**config.mk**
```make
export PLATFORM = sky130hd
export DESIGN_NAME = bmp_24bit_stream_decoder
export DESIGN_NICKNAME = d
export VERILOG_FILES = /design/src/hdl/bmp24_pkg.sv /design/src/hdl/bmp24_in_stage.sv /design/src/hdl/bmp24_parser.sv /design/src/hdl/bmp24_out_stage.sv /design/src/hdl/bmp_24bit_stream_decoder.sv
export VERILOG_INCLUDE_DIRS = /design/src /design/src/hdl
export SDC_FILE = /design/constraint.sdc
export NUM_CORES = 1
export LEC_CHECK = 0
export BUFFER_PORTS_ARGS = -buffer_cell sky130_fd_sc_hd__buf_2
export CORE_MARGIN = 8
export CORE_UTILIZATION = 45
export CTS_CLUSTER_DIAMETER = 150
export DETAILED_ROUTE_END_ITERATION = 16
export PLACE_DENSITY = 0.72
export SYNTH_ARGS = -nofsm -noshare
export SYNTH_HDL_FRONTEND = slang
export SYNTH_SLANG_ARGS = --single-unit
```
**constraint.sdc**
```tcl
create_clock -name clk -period 14.7 [get_ports clk]
set_input_delay 0 -clock clk [delete_from_list [all_inputs] [get_ports clk]]
set_output_delay 0 -clock clk [all_outputs]
set_load 0.01 [all_outputs]
```
**src/hdl/bmp_24bit_stream_decoder_macros.svh**
```systemverilog
// bmp_24bit_stream_decoder_macros.svh
// Assertion helpers for the bitmap stream decoder; expects clk and rst_n in scope.
`ifndef BMP_24BIT_STREAM_DECODER_MACROS_SVH
`define BMP_24BIT_STREAM_DECODER_MACROS_SVH
`ifndef ASSERT_OFF
// same-cycle implication
`define BMP_ASSERT_IMP(lbl, ante, cons, msg) \
  lbl: assert property (@(posedge clk) disable iff (!rst_n) (ante) |-> (cons)) \
    else $error(msg);
// next-cycle implication
`define BMP_ASSERT_NXT(lbl, ante, cons, msg) \
  lbl: assert property (@(posedge clk) disable iff (!rst_n) (ante) |=> (cons)) \
    else $error(msg);
`else
`define BMP_ASSERT_IMP(lbl, ante, cons, msg)
`define BMP_ASSERT_NXT(lbl, ante, cons, msg)
`endif
`endif

```
**src/hdl/bmp24_pkg.sv**
```systemverilog
// bmp24_pkg.sv
// Shared types, codes and header constants for the bitmap stream decoder.
// No dependencies.
package bmp24_pkg;

  localparam int MAX_DIM_DEF = 4096;

  localparam logic [7:0]  SIG_B        = 8'h42;
  localparam logic [7:0]  SIG_M        = 8'h4D;
  localparam logic [31:0] HDR_INFO     = 32'd40;
  localparam logic [31:0] HDR_CORE     = 32'd12;
  localparam logic [31:0] HDR_V2       = 32'd64;
  localparam logic [31:0] HDR_V4       = 32'd108;
  localparam logic [31:0] HDR_V5       = 32'd124;
  localparam logic [31:0] FILE_HDR_LEN = 32'd14;
  localparam logic [15:0] BPP_24       = 16'd24;

  typedef enum logic [2:0] {
    PH_HEAD,
    PH_V3,
    PH_CORE,
    PH_SKIP,
    PH_PIXEL,
    PH_PAD,
    PH_DONE,
    PH_ERROR
  } phase_t;

  typedef enum logic [1:0] {
    KIND_PIXEL  = 2'd0,
    KIND_HEADER = 2'd1,
    KIND_ERROR  = 2'd2
  } kind_t;

  typedef enum logic [2:0] {
    ERR_SIG     = 3'd0,
    ERR_BPP     = 3'd1,
    ERR_COMP    = 3'd2,
    ERR_UNSUP   = 3'd3,
    ERR_UNKNOWN = 3'd4,
    ERR_OFFSET  = 3'd5,
    ERR_DIM     = 3'd6
  } err_t;

  typedef struct packed {
    logic       valid;
    logic [7:0] data;
    logic       sof;
  } beat_t;

  typedef struct packed {
    kind_t       kind;
    logic [7:0]  red;
    logic [7:0]  green;
    logic [7:0]  blue;
    logic [11:0] column;
    logic [11:0] row;
    logic [12:0] image_width;
    logic [12:0] image_height;
    err_t        error_code;
    logic        last_pixel;
  } result_t;

endpackage

```
**src/hdl/bmp24_in_stage.sv**
```systemverilog
// bmp24_in_stage.sv
// Input register of the decoder: holds one byte beat until the parser takes it.
// Depends on bmp24_pkg.
module bmp24_in_stage import bmp24_pkg::*; (
  input  logic       clk,
  input  logic       rst_n,
  input  logic       in_valid,
  output logic       in_stall,
  input  logic [7:0] in_data_byte,
  input  logic       in_start_of_file,
  input  logic       advance,
  output beat_t      beat
);

  logic       valid_r, valid_nxt;
  logic [7:0] data_r;
  logic       sof_r;
  logic       accept;

  assign in_stall  = valid_r && !advance;
  assign accept    = in_valid && !in_stall;
  assign valid_nxt = accept || (valid_r && !advance);

  always_ff @(posedge clk) begin
    if (!rst_n) begin
      valid_r <= 1'b0;
    end else begin
      valid_r <= valid_nxt;
    end
  end

  always_ff @(posedge clk) begin
    if (accept) begin
      data_r <= in_data_byte;
      sof_r  <= in_start_of_file;
    end
  end

  assign beat = '{valid: valid_r, data: data_r, sof: sof_r};

endmodule

```
**src/hdl/bmp24_parser.sv**
```systemverilog
// bmp24_parser.sv
// Per-byte parser: header fields, checks, pixel assembly and row padding.
// Depends on bmp24_pkg and bmp_24bit_stream_decoder_macros.svh.
`include "bmp_24bit_stream_decoder_macros.svh"

module bmp24_parser import bmp24_pkg::*; #(
  parameter int MAX_DIM = MAX_DIM_DEF
) (
  input  logic    clk,
  input  logic    rst_n,
  input  beat_t   beat,
  input  logic    slot_free,
  output logic    advance,
  output logic    push,
  output result_t res
);

  localparam int DW = $clog2(MAX_DIM + 1);

  localparam logic [31:0] POS_SIG    = 32'd1;
  localparam logic [31:0] POS_OFFSET = 32'd13;
  localparam logic [31:0] POS_HLEN   = 32'd17;
  localparam logic [31:0] POS_V3_W   = 32'd21;
  localparam logic [31:0] POS_V3_H   = 32'd25;
  localparam logic [31:0] POS_V3_BPP = 32'd29;
  localparam logic [31:0] POS_V3_CMP = 32'd33;
  localparam logic [31:0] POS_CR_W   = 32'd19;
  localparam logic [31:0] POS_CR_H   = 32'd21;
  localparam logic [31:0] POS_CR_BPP = 32'd25;

  // state registers
  phase_t          phase_r, phase_nxt;
  logic [31:0]     pos_r, pos_nxt;
  logic [31:0]     fa_r, fa_nxt;
  logic [31:0]     off_r, off_nxt;
  logic            core_r, core_nxt;
  logic [DW-1:0]   w_r, w_nxt, h_r, h_nxt;
  logic            wok_r, wok_nxt, hok_r, hok_nxt;
  logic [DW-1:0]   col_r, col_nxt, row_r, row_nxt;
  logic [1:0]      comp_r, comp_nxt;
  logic [1:0]      pad_r, pad_nxt;
  logic [15:0]     held_r, held_nxt;

  // state as seen by this beat (start of file restarts it)
  phase_t          phase_b;
  logic [31:0]     pos_b, fa_b, off_b;
  logic            core_b, wok_b, hok_b;
  logic [DW-1:0]   w_b, h_b, col_b, row_b;
  logic [1:0]      comp_b, pad_b;
  logic [15:0]     held_b;

  // decode flags
  logic            err_hit, err_any, fin_hit, fin_bad, hdr_ok;
  err_t            err_code, err_final;
  logic            go_v3, go_core, take, px_emit, px_last, row_wrap, pad_end;
  logic [31:0]     dim_sel, hdr_min, w_ext, h_ext, col_ext, row_ext;
  logic            dim_ok;
  logic [DW:0]     col_inc, row_inc;
  logic            res_hit;

  always_comb begin
    if (beat.sof) begin
      phase_b = PH_HEAD;
      pos_b   = '0;
      fa_b    = '0;
      off_b   = '0;
      core_b  = 1'b0;
      w_b     = '0;
      h_b     = '0;
      wok_b   = 1'b0;
      hok_b   = 1'b0;
      col_b   = '0;
      row_b   = '0;
      comp_b  = '0;
      pad_b   = '0;
      held_b  = '0;
    end else begin
      phase_b = phase_r;
      pos_b   = pos_r;
      fa_b    = fa_r;
      off_b   = off_r;
      core_b  = core_r;
      w_b     = w_r;
      h_b     = h_r;
      wok_b   = wok_r;
      hok_b   = hok_r;
      col_b   = col_r;
      row_b   = row_r;
      comp_b  = comp_r;
      pad_b   = pad_r;
      held_b  = held_r;
    end
  end

  assign w_ext   = 32'(w_b);
  assign h_ext   = 32'(h_b);
  assign col_ext = 32'(col_b);
  assign row_ext = 32'(row_b);
  assign col_inc = {1'b0, col_b} + (DW+1)'(1);
  assign row_inc = {1'b0, row_b} + (DW+1)'(1);
  assign dim_ok  = (dim_sel != 32'd0) && (dim_sel <= 32'(MAX_DIM));
  assign hdr_min = (core_b ? HDR_CORE : HDR_INFO) + FILE_HDR_LEN;

  // field decode and datapath updates
  always_comb begin
    pos_nxt  = (pos_b != '1) ? pos_b + 32'd1 : pos_b;
    fa_nxt   = {beat.data, fa_b[31:8]};
    off_nxt  = off_b;
    core_nxt = core_b;
    w_nxt    = w_b;
    h_nxt    = h_b;
    wok_nxt  = wok_b;
    hok_nxt  = hok_b;
    col_nxt  = col_b;
    row_nxt  = row_b;
    comp_nxt = comp_b;
    pad_nxt  = pad_b;
    held_nxt = held_b;
    err_hit  = 1'b0;
    err_code = ERR_SIG;
    fin_hit  = 1'b0;
    go_v3    = 1'b0;
    go_core  = 1'b0;
    take     = 1'b0;
    pad_end  = 1'b0;
    px_emit  = 1'b0;
    px_last  = 1'b0;
    row_wrap = 1'b0;
    dim_sel  = (phase_b == PH_CORE) ? {16'd0, fa_nxt[31:16]} : fa_nxt;

    case (phase_b)
      PH_HEAD: begin
        if (pos_b == POS_SIG) begin
          if (fa_nxt[31:16] != {SIG_M, SIG_B}) begin
            err_hit  = 1'b1;
            err_code = ERR_SIG;
          end
        end else if (pos_b == POS_OFFSET) begin
          off_nxt = fa_nxt;
        end else if (pos_b == POS_HLEN) begin
          if (fa_nxt == HDR_INFO) begin
            go_v3    = 1'b1;
            core_nxt = 1'b0;
          end else if (fa_nxt == HDR_CORE) begin
            go_core  = 1'b1;
            core_nxt = 1'b1;
          end else if (fa_nxt == HDR_V2 || fa_nxt == HDR_V4 || fa_nxt == HDR_V5) begin
            err_hit  = 1'b1;
            err_code = ERR_UNSUP;
          end else begin
            err_hit  = 1'b1;
            err_code = ERR_UNKNOWN;
          end
        end
      end
      PH_V3: begin
        if (pos_b == POS_V3_W) begin
          w_nxt   = dim_sel[DW-1:0];
          wok_nxt = dim_ok;
        end else if (pos_b == POS_V3_H) begin
          h_nxt   = dim_sel[DW-1:0];
          hok_nxt = dim_ok;
        end else if (pos_b == POS_V3_BPP) begin
          if (fa_nxt[31:16] != BPP_24) begin
            err_hit  = 1'b1;
            err_code = ERR_BPP;
          end
        end else if (pos_b == POS_V3_CMP) begin
          if (fa_nxt != 32'd0) begin
            err_hit  = 1'b1;
            err_code = ERR_COMP;
          end else begin
            fin_hit = 1'b1;
          end
        end
      end
      PH_CORE: begin
        if (pos_b == POS_CR_W) begin
          w_nxt   = dim_sel[DW-1:0];
          wok_nxt = dim_ok;
        end else if (pos_b == POS_CR_H) begin
          h_nxt   = dim_sel[DW-1:0];
          hok_nxt = dim_ok;
        end else if (pos_b == POS_CR_BPP) begin
          if (fa_nxt[31:16] != BPP_24) begin
            err_hit  = 1'b1;
            err_code = ERR_BPP;
          end else begin
            fin_hit = 1'b1;
          end
        end
      end
      PH_SKIP: begin
        take = (pos_b >= off_b);
      end
      PH_PIXEL: begin
        take = 1'b1;
      end
      PH_PAD: begin
        pad_nxt = pad_b - 2'd1;
        pad_end = (pad_nxt == 2'd0);
      end
      default: begin
      end
    endcase

    // assemble B, G, R; emit on the third byte
    if (take) begin
      case (comp_b)
        2'd0: begin
          held_nxt = {8'd0, beat.data};
          comp_nxt = 2'd1;
        end
        2'd1: begin
          held_nxt = {beat.data, held_b[7:0]};
          comp_nxt = 2'd2;
        end
        default: begin
          comp_nxt = 2'd0;
          px_emit  = 1'b1;
          px_last  = (row_inc == {1'b0, h_b}) && (col_inc == {1'b0, w_b});
          if (!px_last) begin
            if (col_inc >= {1'b0, w_b}) begin
              row_wrap = 1'b1;
              col_nxt  = '0;
              row_nxt  = row_inc[DW-1:0];
              // 3*width mod 4 leaves exactly width mod 4 pad bytes
              pad_nxt  = w_ext[1:0];
            end else begin
              col_nxt = col_inc[DW-1:0];
            end
          end
        end
      endcase
    end
  end

  assign fin_bad   = !(wok_b && hok_b) || (off_b < hdr_min);
  assign hdr_ok    = fin_hit && !fin_bad;
  assign err_any   = err_hit || (fin_hit && fin_bad);
  assign err_final = err_hit ? err_code : (!(wok_b && hok_b) ? ERR_DIM : ERR_OFFSET);

  // next phase
  always_comb begin
    phase_nxt = phase_b;
    if (err_any) begin
      phase_nxt = PH_ERROR;
    end else if (hdr_ok) begin
      phase_nxt = PH_SKIP;
    end else begin
      case (phase_b)
        PH_HEAD: begin
          if (go_v3) begin
            phase_nxt = PH_V3;
          end else if (go_core) begin
            phase_nxt = PH_CORE;
          end
        end
        PH_SKIP: begin
          if (take) begin
            phase_nxt = PH_PIXEL;
          end
        end
        PH_PAD: begin
          if (pad_end) begin
            phase_nxt = PH_PIXEL;
          end
        end
        default: begin
        end
      endcase
      if (px_emit) begin
        if (px_last) begin
          phase_nxt = PH_DONE;
        end else if (row_wrap && w_ext[1:0] != 2'd0) begin
          phase_nxt = PH_PAD;
        end
      end
    end
  end

  // result
  always_comb begin
    res     = '0;
    res_hit = 1'b0;
    if (err_any) begin
      res_hit        = 1'b1;
      res.kind       = KIND_ERROR;
      res.error_code = err_final;
    end else if (hdr_ok) begin
      res_hit          = 1'b1;
      res.kind         = KIND_HEADER;
      res.image_width  = w_ext[12:0];
      res.image_height = h_ext[12:0];
    end else if (px_emit) begin
      res_hit          = 1'b1;
      res.kind         = KIND_PIXEL;
      res.red          = beat.data;
      res.green        = held_b[15:8];
      res.blue         = held_b[7:0];
      res.column       = col_ext[11:0];
      res.row          = row_ext[11:0];
      res.image_width  = w_ext[12:0];
      res.image_height = h_ext[12:0];
      res.last_pixel   = px_last;
    end
  end

  // hold the beat only when it has a result and the output slot is full
  assign advance = beat.valid && (slot_free || !res_hit);
  assign push    = advance && res_hit;

  always_ff @(posedge clk) begin
    if (!rst_n) begin
      phase_r <= PH_HEAD;
      pos_r   <= '0;
      fa_r    <= '0;
      off_r   <= '0;
      core_r  <= 1'b0;
      w_r     <= '0;
      h_r     <= '0;
      wok_r   <= 1'b0;
      hok_r   <= 1'b0;
      col_r   <= '0;
      row_r   <= '0;
      comp_r  <= '0;
      pad_r   <= '0;
      held_r  <= '0;
    end else if (advance) begin
      phase_r <= phase_nxt;
      pos_r   <= pos_nxt;
      fa_r    <= fa_nxt;
      off_r   <= off_nxt;
      core_r  <= core_nxt;
      w_r     <= w_nxt;
      h_r     <= h_nxt;
      wok_r   <= wok_nxt;
      hok_r   <= hok_nxt;
      col_r   <= col_nxt;
      row_r   <= row_nxt;
      comp_r  <= comp_nxt;
      pad_r   <= pad_nxt;
      held_r  <= held_nxt;
    end
  end

  `BMP_ASSERT_IMP(a_error_silent, advance && phase_b == PH_ERROR, !res_hit, "result after error")
  `BMP_ASSERT_NXT(a_last_done, push && res.last_pixel, phase_r == PH_DONE, "no done after last")
  `BMP_ASSERT_IMP(a_col_range, res_hit && res.kind == KIND_PIXEL, col_b < w_b, "column past width")
  `BMP_ASSERT_IMP(a_pad_live, phase_r == PH_PAD, pad_r != 2'd0, "pad phase with no pad left")

endmodule

```
**src/hdl/bmp24_out_stage.sv**
```systemverilog
// bmp24_out_stage.sv
// Result register: holds one result beat until the sink takes it.
// Depends on bmp24_pkg.
module bmp24_out_stage import bmp24_pkg::*; (
  input  logic    clk,
  input  logic    rst_n,
  input  logic    push,
  input  result_t res,
  input  logic    out_stall,
  output logic    out_valid,
  output result_t out_res,
  output logic    slot_free
);

  logic    valid_r, valid_nxt;
  result_t res_r;

  assign slot_free = !valid_r || !out_stall;
  assign valid_nxt = push || (valid_r && out_stall);

  always_ff @(posedge clk) begin
    if (!rst_n) begin
      valid_r <= 1'b0;
    end else begin
      valid_r <= valid_nxt;
    end
  end

  always_ff @(posedge clk) begin
    if (push) begin
      res_r <= res;
    end
  end

  assign out_valid = valid_r;
  assign out_res   = res_r;

endmodule

```
**src/hdl/bmp_24bit_stream_decoder.sv**
```systemverilog
// Bitmap stream decoder, one file byte per beat. Checks the BM signature, reads the data
// offset and a 40-byte or 12-byte header, issues one header result (or one error result),
// skips to the pixel data and issues one pixel result per B,G,R byte triple with its
// column and row, bottom row first, dropping row padding. A byte is taken every cycle
// unless the input stalls: the parser's state update for one byte is combinational
// between the input register and the result register, and the input stalls only while
// a finished result waits in the full result register and the held byte would produce
// another. Assert start_of_file on byte 0 of each file.
// Depends on bmp24_pkg, bmp24_in_stage, bmp24_parser and bmp24_out_stage.
module bmp_24bit_stream_decoder import bmp24_pkg::*; #(
  parameter int MAX_DIM = MAX_DIM_DEF
) (
  input  logic        clk,
  input  logic        rst_n,
  input  logic        in_valid,
  output logic        in_stall,
  input  logic [7:0]  in_data_byte,
  input  logic        in_start_of_file,
  output logic        out_valid,
  input  logic        out_stall,
  output logic [1:0]  out_kind,
  output logic [7:0]  out_red,
  output logic [7:0]  out_green,
  output logic [7:0]  out_blue,
  output logic [11:0] out_column,
  output logic [11:0] out_row,
  output logic [12:0] out_image_width,
  output logic [12:0] out_image_height,
  output logic [2:0]  out_error_code,
  output logic        out_last_pixel
);

  beat_t   beat;
  logic    advance;
  logic    push;
  logic    slot_free;
  result_t res;
  result_t out_res;

  bmp24_in_stage u_in (
    .clk              (clk),
    .rst_n            (rst_n),
    .in_valid         (in_valid),
    .in_stall         (in_stall),
    .in_data_byte     (in_data_byte),
    .in_start_of_file (in_start_of_file),
    .advance          (advance),
    .beat             (beat)
  );

  bmp24_parser #(
    .MAX_DIM (MAX_DIM)
  ) u_parser (
    .clk       (clk),
    .rst_n     (rst_n),
    .beat      (beat),
    .slot_free (slot_free),
    .advance   (advance),
    .push      (push),
    .res       (res)
  );

  bmp24_out_stage u_out (
    .clk       (clk),
    .rst_n     (rst_n),
    .push      (push),
    .res       (res),
    .out_stall (out_stall),
    .out_valid (out_valid),
    .out_res   (out_res),
    .slot_free (slot_free)
  );

  assign out_kind         = out_res.kind;
  assign out_red          = out_res.red;
  assign out_green        = out_res.green;
  assign out_blue         = out_res.blue;
  assign out_column       = out_res.column;
  assign out_row          = out_res.row;
  assign out_image_width  = out_res.image_width;
  assign out_image_height = out_res.image_height;
  assign out_error_code   = out_res.error_code;
  assign out_last_pixel   = out_res.last_pixel;

endmodule

```
; ---- Word-level counts from Yosys, hierarchy flattened
; Cells that the tools add are included.
[totals]
register_bits = 265
input_bits = 13
out_inout_bits = 82
elab_cells = 236
[op_classes]
addsub = 5
order_cmp = 4
n_eq_ne = 24
n_mux = 140
n_bitwise = 1
n_reduce_logical = 34
[ops]
columns = cell, n
row1 = 2-to-1 mux 32 bit, 8
row2 = 2-to-1 mux 13 bit, 18
row3 = equality test 32 x 5 -> 1 bit (second input constant), 5
row4 = equality test 32 x 7 -> 1 bit (second input constant), 3
row5 = 2-to-1 mux 3 bit, 23
row6 = equality test 32 x 4 -> 1 bit (second input constant), 2
row7 = equality test 32 x 6 -> 1 bit (second input constant), 2
row8 = 2-to-1 mux 1 bit, 64
row9 = nonzero test 32 bit, 2
row10 = 2-to-1 mux 26 bit, 2
row11 = case mux 13 bit (2 select lines), 2
row12 = adder 32 x 1 -> 32 bit (second input constant), 1
row13 = adder 32 x 4 -> 32 bit (second input constant), 1
row14 = equality test 32 x 1 -> 1 bit (second input constant), 1
row15 = greater-or-equal comparator 32 bit, 1
row16 = less-or-equal comparator 32 x 13 -> 1 bit (second input constant), 1
row17 = < comparator 32 bit, 1
row18 = 2-to-1 mux 16 bit, 2
row19 = inequality test 32 bit (second input constant), 1
row20 = case mux 16 bit (2 select lines), 1
row21 = adder 13 x 1 -> 14 bit (second input constant), 2
row22 = equality test 14 x 13 -> 1 bit, 2
row23 = 2-to-1 mux 2 bit, 11
row24 = case mux 3 bit (3 select lines), 2
row25 = 21 further kinds, 50

; ---- Logic depth before layout (Yosys ltp)
; Gate-level depths: netlist of the first run.
[depth]
ltp_word = 19
depth_mapped = 23
depth_no_buf = 16

; ---- Cells and area by module
; A second synthesis of the first run with hierarchy kept.
[unflattened]
cells_unflattened = 1518
hier_area_um2 = 13689.4
[modules_own_cells]
columns = module, n_inst, cells_per_inst, area_per_inst_um2, seq_area_each_um2
row1 = bmp24_parser, 1, 1419, 10919.2, 3323.2
row2 = bmp24_out_stage, 1, 84, 2437.3, 2422.3
row3 = bmp24_in_stage, 1, 15, 332.8, 290.3

; ---- Worst setup path after synthesis of the first run
; No wires, ideal clock.
[synth_path]
path_kind = reg-to-reg
from = reg u_in.sof_r
to = reg u_out.res_r (netlist bit u_out.out_res[0]), enable pin
setup_ps = 521
arrival_time_ps = 7561
required_time_ps = 14179
slack_ps = 6618
stages_incl_launch_ff = 20
path_buffers = 9
period_less_slack_ps = 8082
path_cell_list = edfxtp_1 > buf_6 > buf_6 > inv_1 > clkbuf_1 > clkbuf_1 > clkbuf_1 > buf_1 > buf_1 > nand2_1 > ha_1 > nand4_1 > nor4_1 > a221oi_1 > nand3_1 > o31ai_1 > nand3b_4 > buf_2 > buf_4 > nor2_1
[synth_between]
elab_chain_len = 15
elab_cells_between_ends = 76
cone_classes = add/sub (1) / order compare (2) / eq/ne (17) / mux (41) / reduce/logical (15)
[synth_rtl]
columns = element, line_no
row1 = "start, declared", bmp24_in_stage.sv:17  ; logic sof_r;
row2 = "start signal, assigned", bmp24_in_stage.sv:35  ; sof_r <= in_start_of_file;
row3 = branches (longest 10 deep; another with adder 32 x 4 -> 32 bit), -
row4 = 2-to-1 mux 1 bit (*), bmp24_parser.sv:286  ; if (err_any) begin
row5 = zero test 1 bit, bmp24_parser.sv:310  ; assign advance = beat.valid && (slot_free || !res_hit);
row6 = logical OR 1 bit, bmp24_parser.sv:310
row7 = logical AND 1 bit, bmp24_parser.sv:310
row8 = logical AND 1 bit (*), bmp24_parser.sv:311  ; assign push = advance && res_hit;
row9 = net push, bmp_24bit_stream_decoder.sv:35  ; logic push;
row10 = "end signal, assigned", bmp24_out_stage.sv:31  ; res_r <= res;
row11 = "end, declared", bmp24_out_stage.sv:16  ; result_t res_r;
; Mark *: on every way through the listed nets, which the timed path passes.
; A chain may end at the register's enable or synchronous reset.

; ---- Final worst setup path of the first run
[layout_path]
from = reg u_in.sof_r
to = reg u_parser.row_r[8]
[layout_between]
elab_chain_len = 14
elab_cells_between_ends = 89
cone_classes = add/sub (3) / order compare (3) / eq/ne (19) / mux (49) / reduce/logical (15)
[layout_rtl]
columns = element, line_no
row1 = branches (longest 14 deep; another with adder 32 x 4 -> 32 bit), -
row2 = "end signal, assigned", bmp24_parser.sv:340  ; row_r <= row_nxt;
row3 = "end, declared", bmp24_parser.sv:39  ; logic [DW-1:0] col_r, col_nxt, row_r, row_nxt;
; Several ways; the timed one is not identified.

==> impl_metrics.json, run 1 <==
{
  "status": "finished clean",
  "grt_util_met2_pct": 32.70,
  "crit_path_end": "u_parser.row_r[8]$_SDFFE_PN0P_",
  "required_ns": 15.17,
  "whs_ns": 0.07042,
  "arrival_ns": 5.81,
  "crit_type": "flip-flop to flip-flop",
  "grtUsageMet3_pct": 3.014,
  "track_usage_pct": 21.19,
  "p_clk_share_pct": 46.4,
  "clk_latency_ns": 0.59,
  "ys_seq_area_share_pct": 43.28,
  "grt.busiest_layer": "met2",
  "viasPerCell": 6.137,
  "io_buffer_count": 94,
  "synthArstFlopShare_pct": 0,
  "cts_sinks": 257,
  "drtAntennaViolNets": 0,
  "rr_worst_depth": 13,
  "antenna_found_initial": 0,
  "finalClockSkew_ns": 0.05777,
  "diodes": 0,
  "fin_setup_tns_ns": 0,
  "critPathMaxStageDelay_ns": 0.67,
  "crit_buf_inv": 3,
  "comb_power_share_pct": 5.3,
  "met1_usage_pct": 30.06,
  "cp.depth": 13,
  "nFillCells": 2809,
  "synth_cell_types": 89,
  "grt_max_degree": 171,
  "reg2reg_from": "u_in.sof_r$_DFFE_PP_",
  "p_int_mw": 1.184,
  "routedWlPerCell_um": 20.35,
  "r2r-end": "u_parser.row_r[8]$_SDFFE_PN0P_",
  "worstPathCellList": "inv_2 > buf_4 > nand2_1 > ha_1 > nand4_1 > nor4_1 > a221oi_1 > and3_1 > a31oi_4 > buf_4 > nand3b_2 > or4_1 > a31oi_1",
  "synth_cells": 1509,
  "grt_pass1_wl_um": 63340,
  "max_freq_mhz": 187.3,
  "maxCapViolations": 0,
  "yosysWarningCount": 0,
  "core_area_sq_mm": 0.03059,
  "fin_crit_ns": 5.339,
  "relSlewSlack_pct": 15.44,
  "ys.flop_type": "dfxtp_1",
  "grt_pass1_vias": 11290,
  "min_period_over_period_pct": 36.32,
  "finalHoldViolCount": 0,
  "place_ws_ns": 9.511,
  "gp_congestion": 0.8994,
  "power_frac_seq_pct": 48.2,
  "wirelength_um": 39900,
  "synthesis.nets": 1574,
  "cts_max_level": 1,
  "dr.pass1.iters": 5,
  "die_w_um": 192.1,
  "switching_share_pct": 24.17,
  "drtIter0Drc": 1391,
  "dieHeight_um": 192.1,
  "drive_above_1_share_pct": 12.72,
  "clk_pin_slew_ns": 0.07,
  "layout.nets": 1608,
  "cts_resized": 0,
  "num_rows": 64,
  "multi_input_area_sq_mm": 0.007350,
  "seqCellArea_sq_mm": 0.006036,
  "setup.worst_path.start_class": "flip-flop",
  "path_delay_family": "simple AND/OR/NAND/NOR gates",
  "peakVddDrop_v": 0.00009226,
  "layout_setup_ws_ns": 9.361,
  "syn_avg_cell_area_sq_um": 9.243,
  "power_per_cell_area_mw_per_mm2": 100.1,
  "via_count": 12030,
  "area_growth_pct": 11.86,
  "die-area_sq_mm": 0.03688,
  "startpoint": "u_in.sof_r$_DFFE_PP_",
  "rsz0062_at_grt": "false",
  "cts-buffers-inserted": 28,
  "ctsLongestPathBuffers": 3,
  "crit_fanout": 54,
  "hold_class": "input pin to flip-flop",
  "drv_slew": 0,
  "cp-end-kind": "flip-flop",
  "dp_hpwl_um": 27740,
  "r2r_slack_ns": 9.36,
  "overflow": 0,
  "slowest_stage": "inv_2",
  "p_switching_uw": 377.4,
  "initial_core_util_pct": 45.59,
  "setup_viol": 0,
  "ys_ff_latch": 257,
  "netlist_area_sq_mm": 0.01395,
  "leakage_nw": 5.120,
  "cts-root-buf": "clkbuf_16",
  "synth_edf_count": 89,
  "num_io_pins": 95,
  "route.detailed.drc": 0,
  "cpMostUsedCell": "buf_4",
  "cts_tree": "done",
  "min_from": "rst_n",
  "worstMarginPinSlew_ns": 1.236
}
registers in the layout, summed over array words and instances, names as in the netlist, 2 cells and up:
register,flops
u_parser.held_r,16
u_parser.off_r,32
u_parser.fa_r,24
u_parser.pos_r,32
u_parser.col_r,13
u_parser.comp_r,2
u_in.data_r,8
u_parser.w_r,13
u_out.out_res,80
u_parser.row_r,13
u_parser.phase_r,3
u_parser.h_r,13
u_parser.pad_r,2
worst min-delay path, cell delays in order:
cell and delay [ns]:
buf_2 0.10, buf_4 0.27, nand3_1 0.15, o21ai_1 0.05
cells in the final DEF, fill, tap and decap left out, drive strengths merged, types with 14 or more instances in the layout:
master and count:
nor3b 20, clkbuf 40, a32o 17, or3 18, nand3b 14, dfxtp 168, inv 25, nand2b 16
o2bb2ai 32, and2 58, buf 107, o21ai 45, nand4 28, nor3 36, nor2b 74, xnor2 18
nor4 27, nand2 146, or4 18, and3 23, a21oi 94, ha 52, edfxtp 89, nand3 72
a22o 42, nor2 85
worst min path at each step:
stage	endpoint	slack (ns)	cells after the start
5_1_grt	u_parser.pad_r[1]$_SDFFE_PN0P_	0.10	4
3_5_place_dp	u_in.data_r[3]$_DFFE_PP_	0.18	1
6_report	u_parser.pad_r[1]$_SDFFE_PN0P_	0.07	4
4_1_cts	u_parser.pad_r[1]$_SDFFE_PN0P_	0.03	4
2_1_floorplan	u_in.data_r[0]$_DFFE_PP_	0.1	0
3_3_place_gp	u_in.data_r[0]$_DFFE_PP_	0.18	1
metal layers:
metal	up-vias	wire, um
li1	5713	-
met1	5739	17780
met2	500	17540
met3	82	3303
met4	0	1275
met5	-	0
cell usage after synthesis (18+ instances only):
cell type | number | area [sq um]
nand3_1 | 71 | 355.3
nand2_1 | 145 | 544.3
a22o_1 | 42 | 367.9
clkbuf_1 | 64 | 240.2
and3_1 | 23 | 143.9
inv_1 | 22 | 82.58
and2_1 | 56 | 350.3
edfxtp_1 | 89 | 2673
o21ai_0 | 40 | 200.2
nor3b_1 | 18 | 135.1
nor3_1 | 34 | 170.2
a21oi_1 | 94 | 470.5
buf_2 | 30 | 150.1
o2bb2ai_1 | 32 | 280.3
nor2b_1 | 74 | 462.9
or3_1 | 18 | 112.6
nand4_1 | 28 | 175.2
dfxtp_1 | 168 | 3363
nor4_1 | 23 | 143.9
xnor2_1 | 18 | 157.7
ha_1 | 52 | 650.6
nor2_1 | 85 | 319.1
power by group through the flow:
stage / Clock [mW] / Sequential [mW] / Combinational [mW]
6_report: 0.725 / 0.753 / 0.0833
5_1_grt: 0.763 / 0.754 / 0.0903
4_1_cts: 0.733 / 0.753 / 0.0826
3_5_place_dp: 0 / 0.769 / 0.0799
3_3_place_gp: 0 / 0.768 / 0.0788
2_1_floorplan: 0 / 0.762 / 0.0610
logic make-up (layout without fill, tap and decap cells):
logic type	count (synthesis)	count (layout)	synth area share [%]
buffers and inverters	136	192	4.252
adders and majority gates	52	52	4.665
xor gates and xnor gates	30	30	1.884
DFF	257	257	43.28
muxes	10	10	0.7536
AOI/OAI and AO/OA	360	360	18.79
and+or+nand+nor	664	664	26.38
final cells by class:
class                           instances  area share (%)
Multi-Input combinational cell       1116           47.11
Sequential cell                       257           38.69
Clock buffer                           40           4.908
Timing Repair Buffer                  118           4.427
Tap cell                              396           3.176
Clock inverter                         12           1.163
Inverter                               22          0.5293
per-stage QoR:
stage               total power, mW  util, %  instances  cell area [sq um]
floorplan                    0.8233        -       1509              13950
global placement             0.8473    47.55       1898              14540
detailed placement           0.8485    47.55       1898              14540
CTS                           1.569    51.00       1961              15600
global route                  1.608    51.00       1961              15600
finish                        1.562    51.00       1961              15600
repair_timing:
item	4_1_cts	5_1_grt
hold endpoints to repair	11	0
buffers inserted	0	0
hold buffers	11	0
setup endpoints to repair	0	0
No activity file was read; power rests on OpenSTA's default activity.
==> run 2: changes to the inputs <==
==> constraint.sdc (replaced) <==
create_clock -name clk -period 5.1 [get_ports clk]
set_input_delay 0 -clock clk [delete_from_list [all_inputs] [get_ports clk]]
set_output_delay 0 -clock clk [all_outputs]
set_load 0.01 [all_outputs]
==> impl_metrics.json, run 2 (synthesis results as in run 1) <==
{
  "status": "finished clean",
  "max_freq_mhz": 217.2,
  "drtAntennaViolNets": 0,
  "grt_pass1_vias": 11560,
  "worstMarginPinSlew_ns": 1.103,
  "startpoint": "u_in.sof_r$_DFFE_PP_",
  "area_growth_pct": 13.60,
  "dp_hpwl_um": 28500,
  "whs_ns": 0.1425,
  "crit_fanout": 44,
  "dr.pass1.iters": 6,
  "rsz0062_at_grt": "false",
  "diodes": 0,
  "viasPerCell": 6.199,
  "largest_reg_flops": 80,
  "cts_tree": "done",
  "clk_pin_slew_ns": 0.07,
  "leakage_nw": 5.281,
  "switching_share_pct": 25.01,
  "drtIter0Drc": 1167,
  "cts-buffers-inserted": 27,
  "clk_latency_ns": 0.57,
  "setup.worst_path.start_class": "flip-flop",
  "route.detailed.drc": 0,
  "crit_type": "flip-flop to flip-flop",
  "required_ns": 5.56,
  "io_buffer_count": 94,
  "power_per_cell_area_mw_per_mm2": 283.0,
  "grt_pass1_wl_um": 63990,
  "setup_viol": 0,
  "postCtsSetupBuffers": 0,
  "p_switching_mw": 1.121,
  "via_count": 12300,
  "die_w_um": 192.1,
  "cts_max_level": 1,
  "antenna_found_initial": 0,
  "cp-end-kind": "flip-flop",
  "core_area_sq_mm": 0.03059,
  "p_int_mw": 3.362,
  "relSlewSlack_pct": 24.55,
  "min_period_over_period_pct": 90.28,
  "r2r_slack_ns": 0.50,
  "routedWlPerCell_um": 20.44,
  "finalClockSkew_ns": 0.03467,
  "p_clk_share_pct": 45.7,
  "gp_congestion": 0.9720,
  "r2r-end": "u_out.out_valid$_SDFF_PN0_",
  "maxCapViolations": 0,
  "die-area_sq_mm": 0.03688,
  "crit_path_end": "u_out.out_valid$_SDFF_PN0_",
  "initial_core_util_pct": 45.59,
  "dpl_cell_area_sq_mm": 0.01479,
  "cts-root-buf": "clkbuf_16",
  "design_area_sq_mm": 0.01584,
  "layout_commonest_cell": "dfxtp_1",
  "comb_power_share_pct": 6.0,
  "track_usage_pct": 21.20,
  "power_frac_seq_pct": 48.3,
  "finalHoldViolCount": 0,
  "fin_crit_ns": 4.604,
  "grt_max_degree": 62,
  "peakVddDrop_v": 0.0002661,
  "drive_above_1_share_pct": 14.29,
  "cts_sinks": 257,
  "wirelength_um": 40550,
  "fin_setup_tns_ns": 0,
  "num_rows": 64,
  "rr_worst_depth": 12,
  "final_util_pct": 51.80,
  "reg2reg_from": "u_in.sof_r$_DFFE_PP_",
  "ctsLongestPathBuffers": 3,
  "num_io_pins": 95,
  "arrival_ns": 5.06,
  "layout_common_cells": "168 x dfxtp_1, 145 x nand2_1, 94 x a21oi_1, 94 x buf_2, 89 x edfxtp_1",
  "hold_class": "input pin to flip-flop",
  "nFillCells": 2784,
  "layout.nets": 1632,
  "dieHeight_um": 192.1,
  "drv_slew": 0,
  "overflow": 0
}
[run 2: how the worst min path moves through the flow]
| stage | start | end | slack (ns) | depth (start not counted) |
|---|---|---|---|---|
| 2_1_floorplan | in_data_byte[0] | u_in.data_r[0]$_DFFE_PP_ | 0.1 | 0 |
| 3_3_place_gp | in_data_byte[5] | u_in.data_r[5]$_DFFE_PP_ | 0.18 | 1 |
| 3_5_place_dp | in_data_byte[0] | u_in.data_r[0]$_DFFE_PP_ | 0.18 | 1 |
| 4_1_cts | in_data_byte[3] | u_in.data_r[3]$_DFFE_PP_ | 0.14 | 2 |
| 5_1_grt | in_data_byte[2] | u_in.data_r[2]$_DFFE_PP_ | 0.14 | 2 |
| 6_report | in_data_byte[2] | u_in.data_r[2]$_DFFE_PP_ | 0.14 | 2 |
[run 2: per-layer routing]
layer	share of wire [%]	up-vias	global-route usage [%]
met1	44	5859	29.45
met4	2.7	0	6.081
met5	0	-	0
met2	45	581	33.87
li1	-	5770	-
met3	9.1	89	3.068
[run 2: repair_timing]
item,4_1_cts,5_1_grt
endpoints found under the hold margin,15,0
gates resized for setup,0,0
hold buffers,14,0
[run 2: final cells by class]
| cell class | instances | area [sq um] | area share [%] |
|---|---|---|---|
| timing repair buffer | 143 | 948.4 | 5.986 |
| inverter | 22 | 82.58 | 0.5212 |
| clock inverter | 22 | 239.0 | 1.508 |
| sequential | 257 | 6036 | 38.10 |
| tap | 396 | 495.5 | 3.127 |
| clock buffer | 28 | 679.4 | 4.288 |
| multi-input combinational | 1116 | 7363 | 46.47 |
[run 2: per-stage QoR]
stage               instances  power [mW]  setup slack, ns
floorplan                1509       2.378         0.004956
global placement         1920       2.461           0.7869
detailed placement       1920       2.464           0.6464
CTS                      1984       4.493           0.5108
global route             1984       4.603           0.1460
finish                   1984       4.484           0.4958
[run 2: power groups by stage]
| stage | Sequential (mW) | Clock [mW] | Combinational [mW] |
|---|---|---|---|
| after floorplan | 2.20 | 0 | 0.182 |
| after global placement | 2.21 | 0 | 0.253 |
| after detailed placement | 2.21 | 0 | 0.255 |
| after CTS | 2.16 | 2.07 | 0.264 |
| after global routing | 2.17 | 2.15 | 0.287 |
| final | 2.17 | 2.05 | 0.269 |
[run 2: critical path, stage by stage, from the launching register on]
cell and delay, ns:
edfxtp_1 0.58, buf_12 0.27, nor2b_1 0.33, ha_1 0.32, inv_1 0.08, nor4b_1 0.54
o2111ai_1 0.20, a311oi_1 0.51, o31a_1 0.31, nand3b_4 0.39, nor2_4 0.21, o21a_1 0.21
dlygate4sd3_1 0.54
==> run 3: changes to the inputs <==
--- a/config.mk
+++ b/config.mk
@@ -8,10 +8,10 @@
 export LEC_CHECK = 0
 export BUFFER_PORTS_ARGS = -buffer_cell sky130_fd_sc_hd__buf_2
 export CORE_MARGIN = 8
-export CORE_UTILIZATION = 45
+export CORE_UTILIZATION = 40
 export CTS_CLUSTER_DIAMETER = 150
 export DETAILED_ROUTE_END_ITERATION = 16
-export PLACE_DENSITY = 0.72
+export PLACE_DENSITY = 0.67
 export SYNTH_ARGS = -nofsm -noshare
 export SYNTH_HDL_FRONTEND = slang
 export SYNTH_SLANG_ARGS = --single-unit
==> impl_metrics.json, run 3 (synthesis results as in run 1) <==
{
  "status": "finished clean",
  "rr_worst_depth": 17,
  "routedWlPerCell_um": 20.01,
  "cpMostUsedCell": "nand3_1",
  "rsz0062_at_grt": "false",
  "grt_pass1_wl_um": 64850,
  "layout.nets": 1625,
  "dieHeight_um": 202.7,
  "min_from": "in_data_byte[0]",
  "drv_slew": 0,
  "finalHoldViolCount": 0,
  "crit_fanout": 16,
  "drtIter0Drc": 1015,
  "critPathMaxStageDelay_ns": 0.61,
  "required_ns": 5.52,
  "cp-end-kind": "flip-flop",
  "gp_congestion": 0.9127,
  "postCtsSetupBuffers": 0,
  "r2r_slack_ns": 0.48,
  "peakVddDrop_v": 0.0002653,
  "design_area_sq_mm": 0.01580,
  "hold_path_depth": 2,
  "relSlewSlack_pct": 29.25,
  "r2r-end": "u_parser.row_r[9]$_SDFFE_PN0P_",
  "worstPathCellList": "nor2b_1 > ha_1 > nand3_1 > nor3b_1 > nand3_1 > xor2_1 > nor2_1 > ha_1 > nand3_1 > nor3_1 > nand3_1 > nor4_1 > o2111ai_4 > nand3b_2 > buf_4 > o2111ai_1 > o311ai_0",
  "worstMarginPinSlew_ns": 1.059,
  "track_usage_pct": 19.17,
  "arrival_ns": 5.04,
  "maxCapViolations": 0,
  "layout_common_cells": "168 x dfxtp_1, 145 x nand2_1, 94 x a21oi_1, 94 x buf_2, 89 x edfxtp_1",
  "min_to": "u_in.data_r[0]$_DFFE_PP_",
  "die-area_sq_mm": 0.04110,
  "crit_type": "flip-flop to flip-flop",
  "power_per_cell_area_mw_per_mm2": 277.7,
  "area_growth_pct": 13.26,
  "antenna_found_initial": 0,
  "grt_max_degree": 84,
  "die_w_um": 202.7,
  "viasPerCell": 5.905,
  "overflow": 0,
  "dp_hpwl_um": 28640,
  "clk_pin_slew_ns": 0.07,
  "core_area_sq_mm": 0.03446,
  "reg2reg_from": "u_in.sof_r$_DFFE_PP_",
  "wirelength_um": 40710,
  "max_freq_mhz": 216.7,
  "cts_tree": "done",
  "initial_core_util_pct": 40.48,
  "crit_buf_inv": 1,
  "largest_reg_flops": 80,
  "min_period_over_period_pct": 90.49,
  "drtAntennaViolNets": 0,
  "clk_latency_ns": 0.56,
  "drive_above_1_share_pct": 13.67,
  "cp.depth": 17,
  "via_count": 12020,
  "setup.worst_path.start_class": "flip-flop",
  "diodes": 0,
  "finalClockSkew_ns": 0.02402,
  "route.detailed.drc": 0,
  "ctsLongestPathBuffers": 3,
  "num_rows": 68,
  "slowest_stage": "edfxtp_1",
  "cts-root-buf": "clkbuf_16",
  "cts_resized": 0,
  "fin_crit_ns": 4.615,
  "grt_pass1_vias": 11430,
  "setup_viol": 0,
  "leakage_nw": 5.215,
  "io_buffer_count": 94,
  "fin_setup_tns_ns": 0,
  "hold_class": "input pin to flip-flop",
  "dr.pass1.iters": 5,
  "num_io_pins": 95,
  "dpl_cell_area_sq_mm": 0.01480,
  "cts_max_level": 1,
  "path_delay_family": "simple AND/OR/NAND/NOR gates",
  "cts-buffers-inserted": 26,
  "cts_sinks": 257,
  "layout_commonest_cell": "dfxtp_1"
}
-- run 3: worst max path at each step --
stage                          from                             end  slack, ns
5_1_grt        u_in.sof_r$_DFFE_PP_  u_parser.row_r[9]$_SDFFE_PN0P_       0.08
3_5_place_dp   u_in.sof_r$_DFFE_PP_  u_parser.col_r[1]$_SDFFE_PN0P_       0.60
4_1_cts        u_in.sof_r$_DFFE_PP_  u_parser.row_r[9]$_SDFFE_PN0P_       0.52
6_report       u_in.sof_r$_DFFE_PP_  u_parser.row_r[9]$_SDFFE_PN0P_       0.48
3_3_place_gp   u_in.sof_r$_DFFE_PP_  u_parser.col_r[7]$_SDFFE_PN0P_       0.71
2_1_floorplan  u_in.sof_r$_DFFE_PP_  u_out.out_res[0]$_SDFFCE_PP0P_      0.005
-- run 3: per-layer routing --
layer / track usage (%) / wire, um / vias up
met1: 26.32 / 18330 / 5799
li1: - / - / 5739
met2: 30.84 / 18530 / 396
met3: 2.821 / 2669 / 82
met5: 0 / 0 / -
met4: 5.802 / 1188 / 0
-- run 3: area by class of cell --
cell class | instances | area, sq um
flip-flops and latches | 257 | 6036
clock buffers | 32 | 673.1
repair buffers | 137 | 873.3
clock inverters | 16 | 198.9
multi-input cells | 1116 | 7363
inverters | 22 | 82.58
fillers | 3265 | 18660
well taps | 455 | 569.3
-- run 3: repair_timing --
action	4_1_cts	5_1_grt
setup endpoints to repair	0	0
hold buffers	12	0
endpoints found under the hold margin	11	0
-- run 3: power by group --
part	leakage, nW	internal [mW]	switching (mW)
Clock	0.421	1.11	0.855
Sequential	2.04	2.13	0.0346
Combinational	2.75	0.0762	0.181
Total	5.21	3.31	1.07
-- run 3: worst reg2reg max path, cell delays in order (launching register included) --
cell and delay [ns]:
edfxtp_1 0.61, nor2b_1 0.30, ha_1 0.23, nand3_1 0.12, nor3b_1 0.44, nand3_1 0.16, xor2_1 0.21, nor2_1 0.07
ha_1 0.31, nand3_1 0.11, nor3_1 0.21, nand3_1 0.10, nor4_1 0.46, o2111ai_4 0.29, nand3b_2 0.31, buf_4 0.26
o2111ai_1 0.13, o311ai_0 0.17
-- run 3: stage by stage --
stage | power, mW | hold WS (ns) | instances | util [%] | setup WS (ns)
after detailed placement | 2.459 | 0.1796 | 1975 | 42.96 | 0.5972
after global placement | 2.456 | 0.1778 | 1975 | 42.96 | 0.7061
after global routing | 4.513 | 0.1556 | 2035 | 45.84 | 0.08150
after CTS | 4.412 | 0.1244 | 2035 | 45.84 | 0.5176
final | 4.386 | 0.1489 | 2035 | 45.84 | 0.4849
after floorplan | 2.378 | 0.09887 | 1509 | - | 0.004956
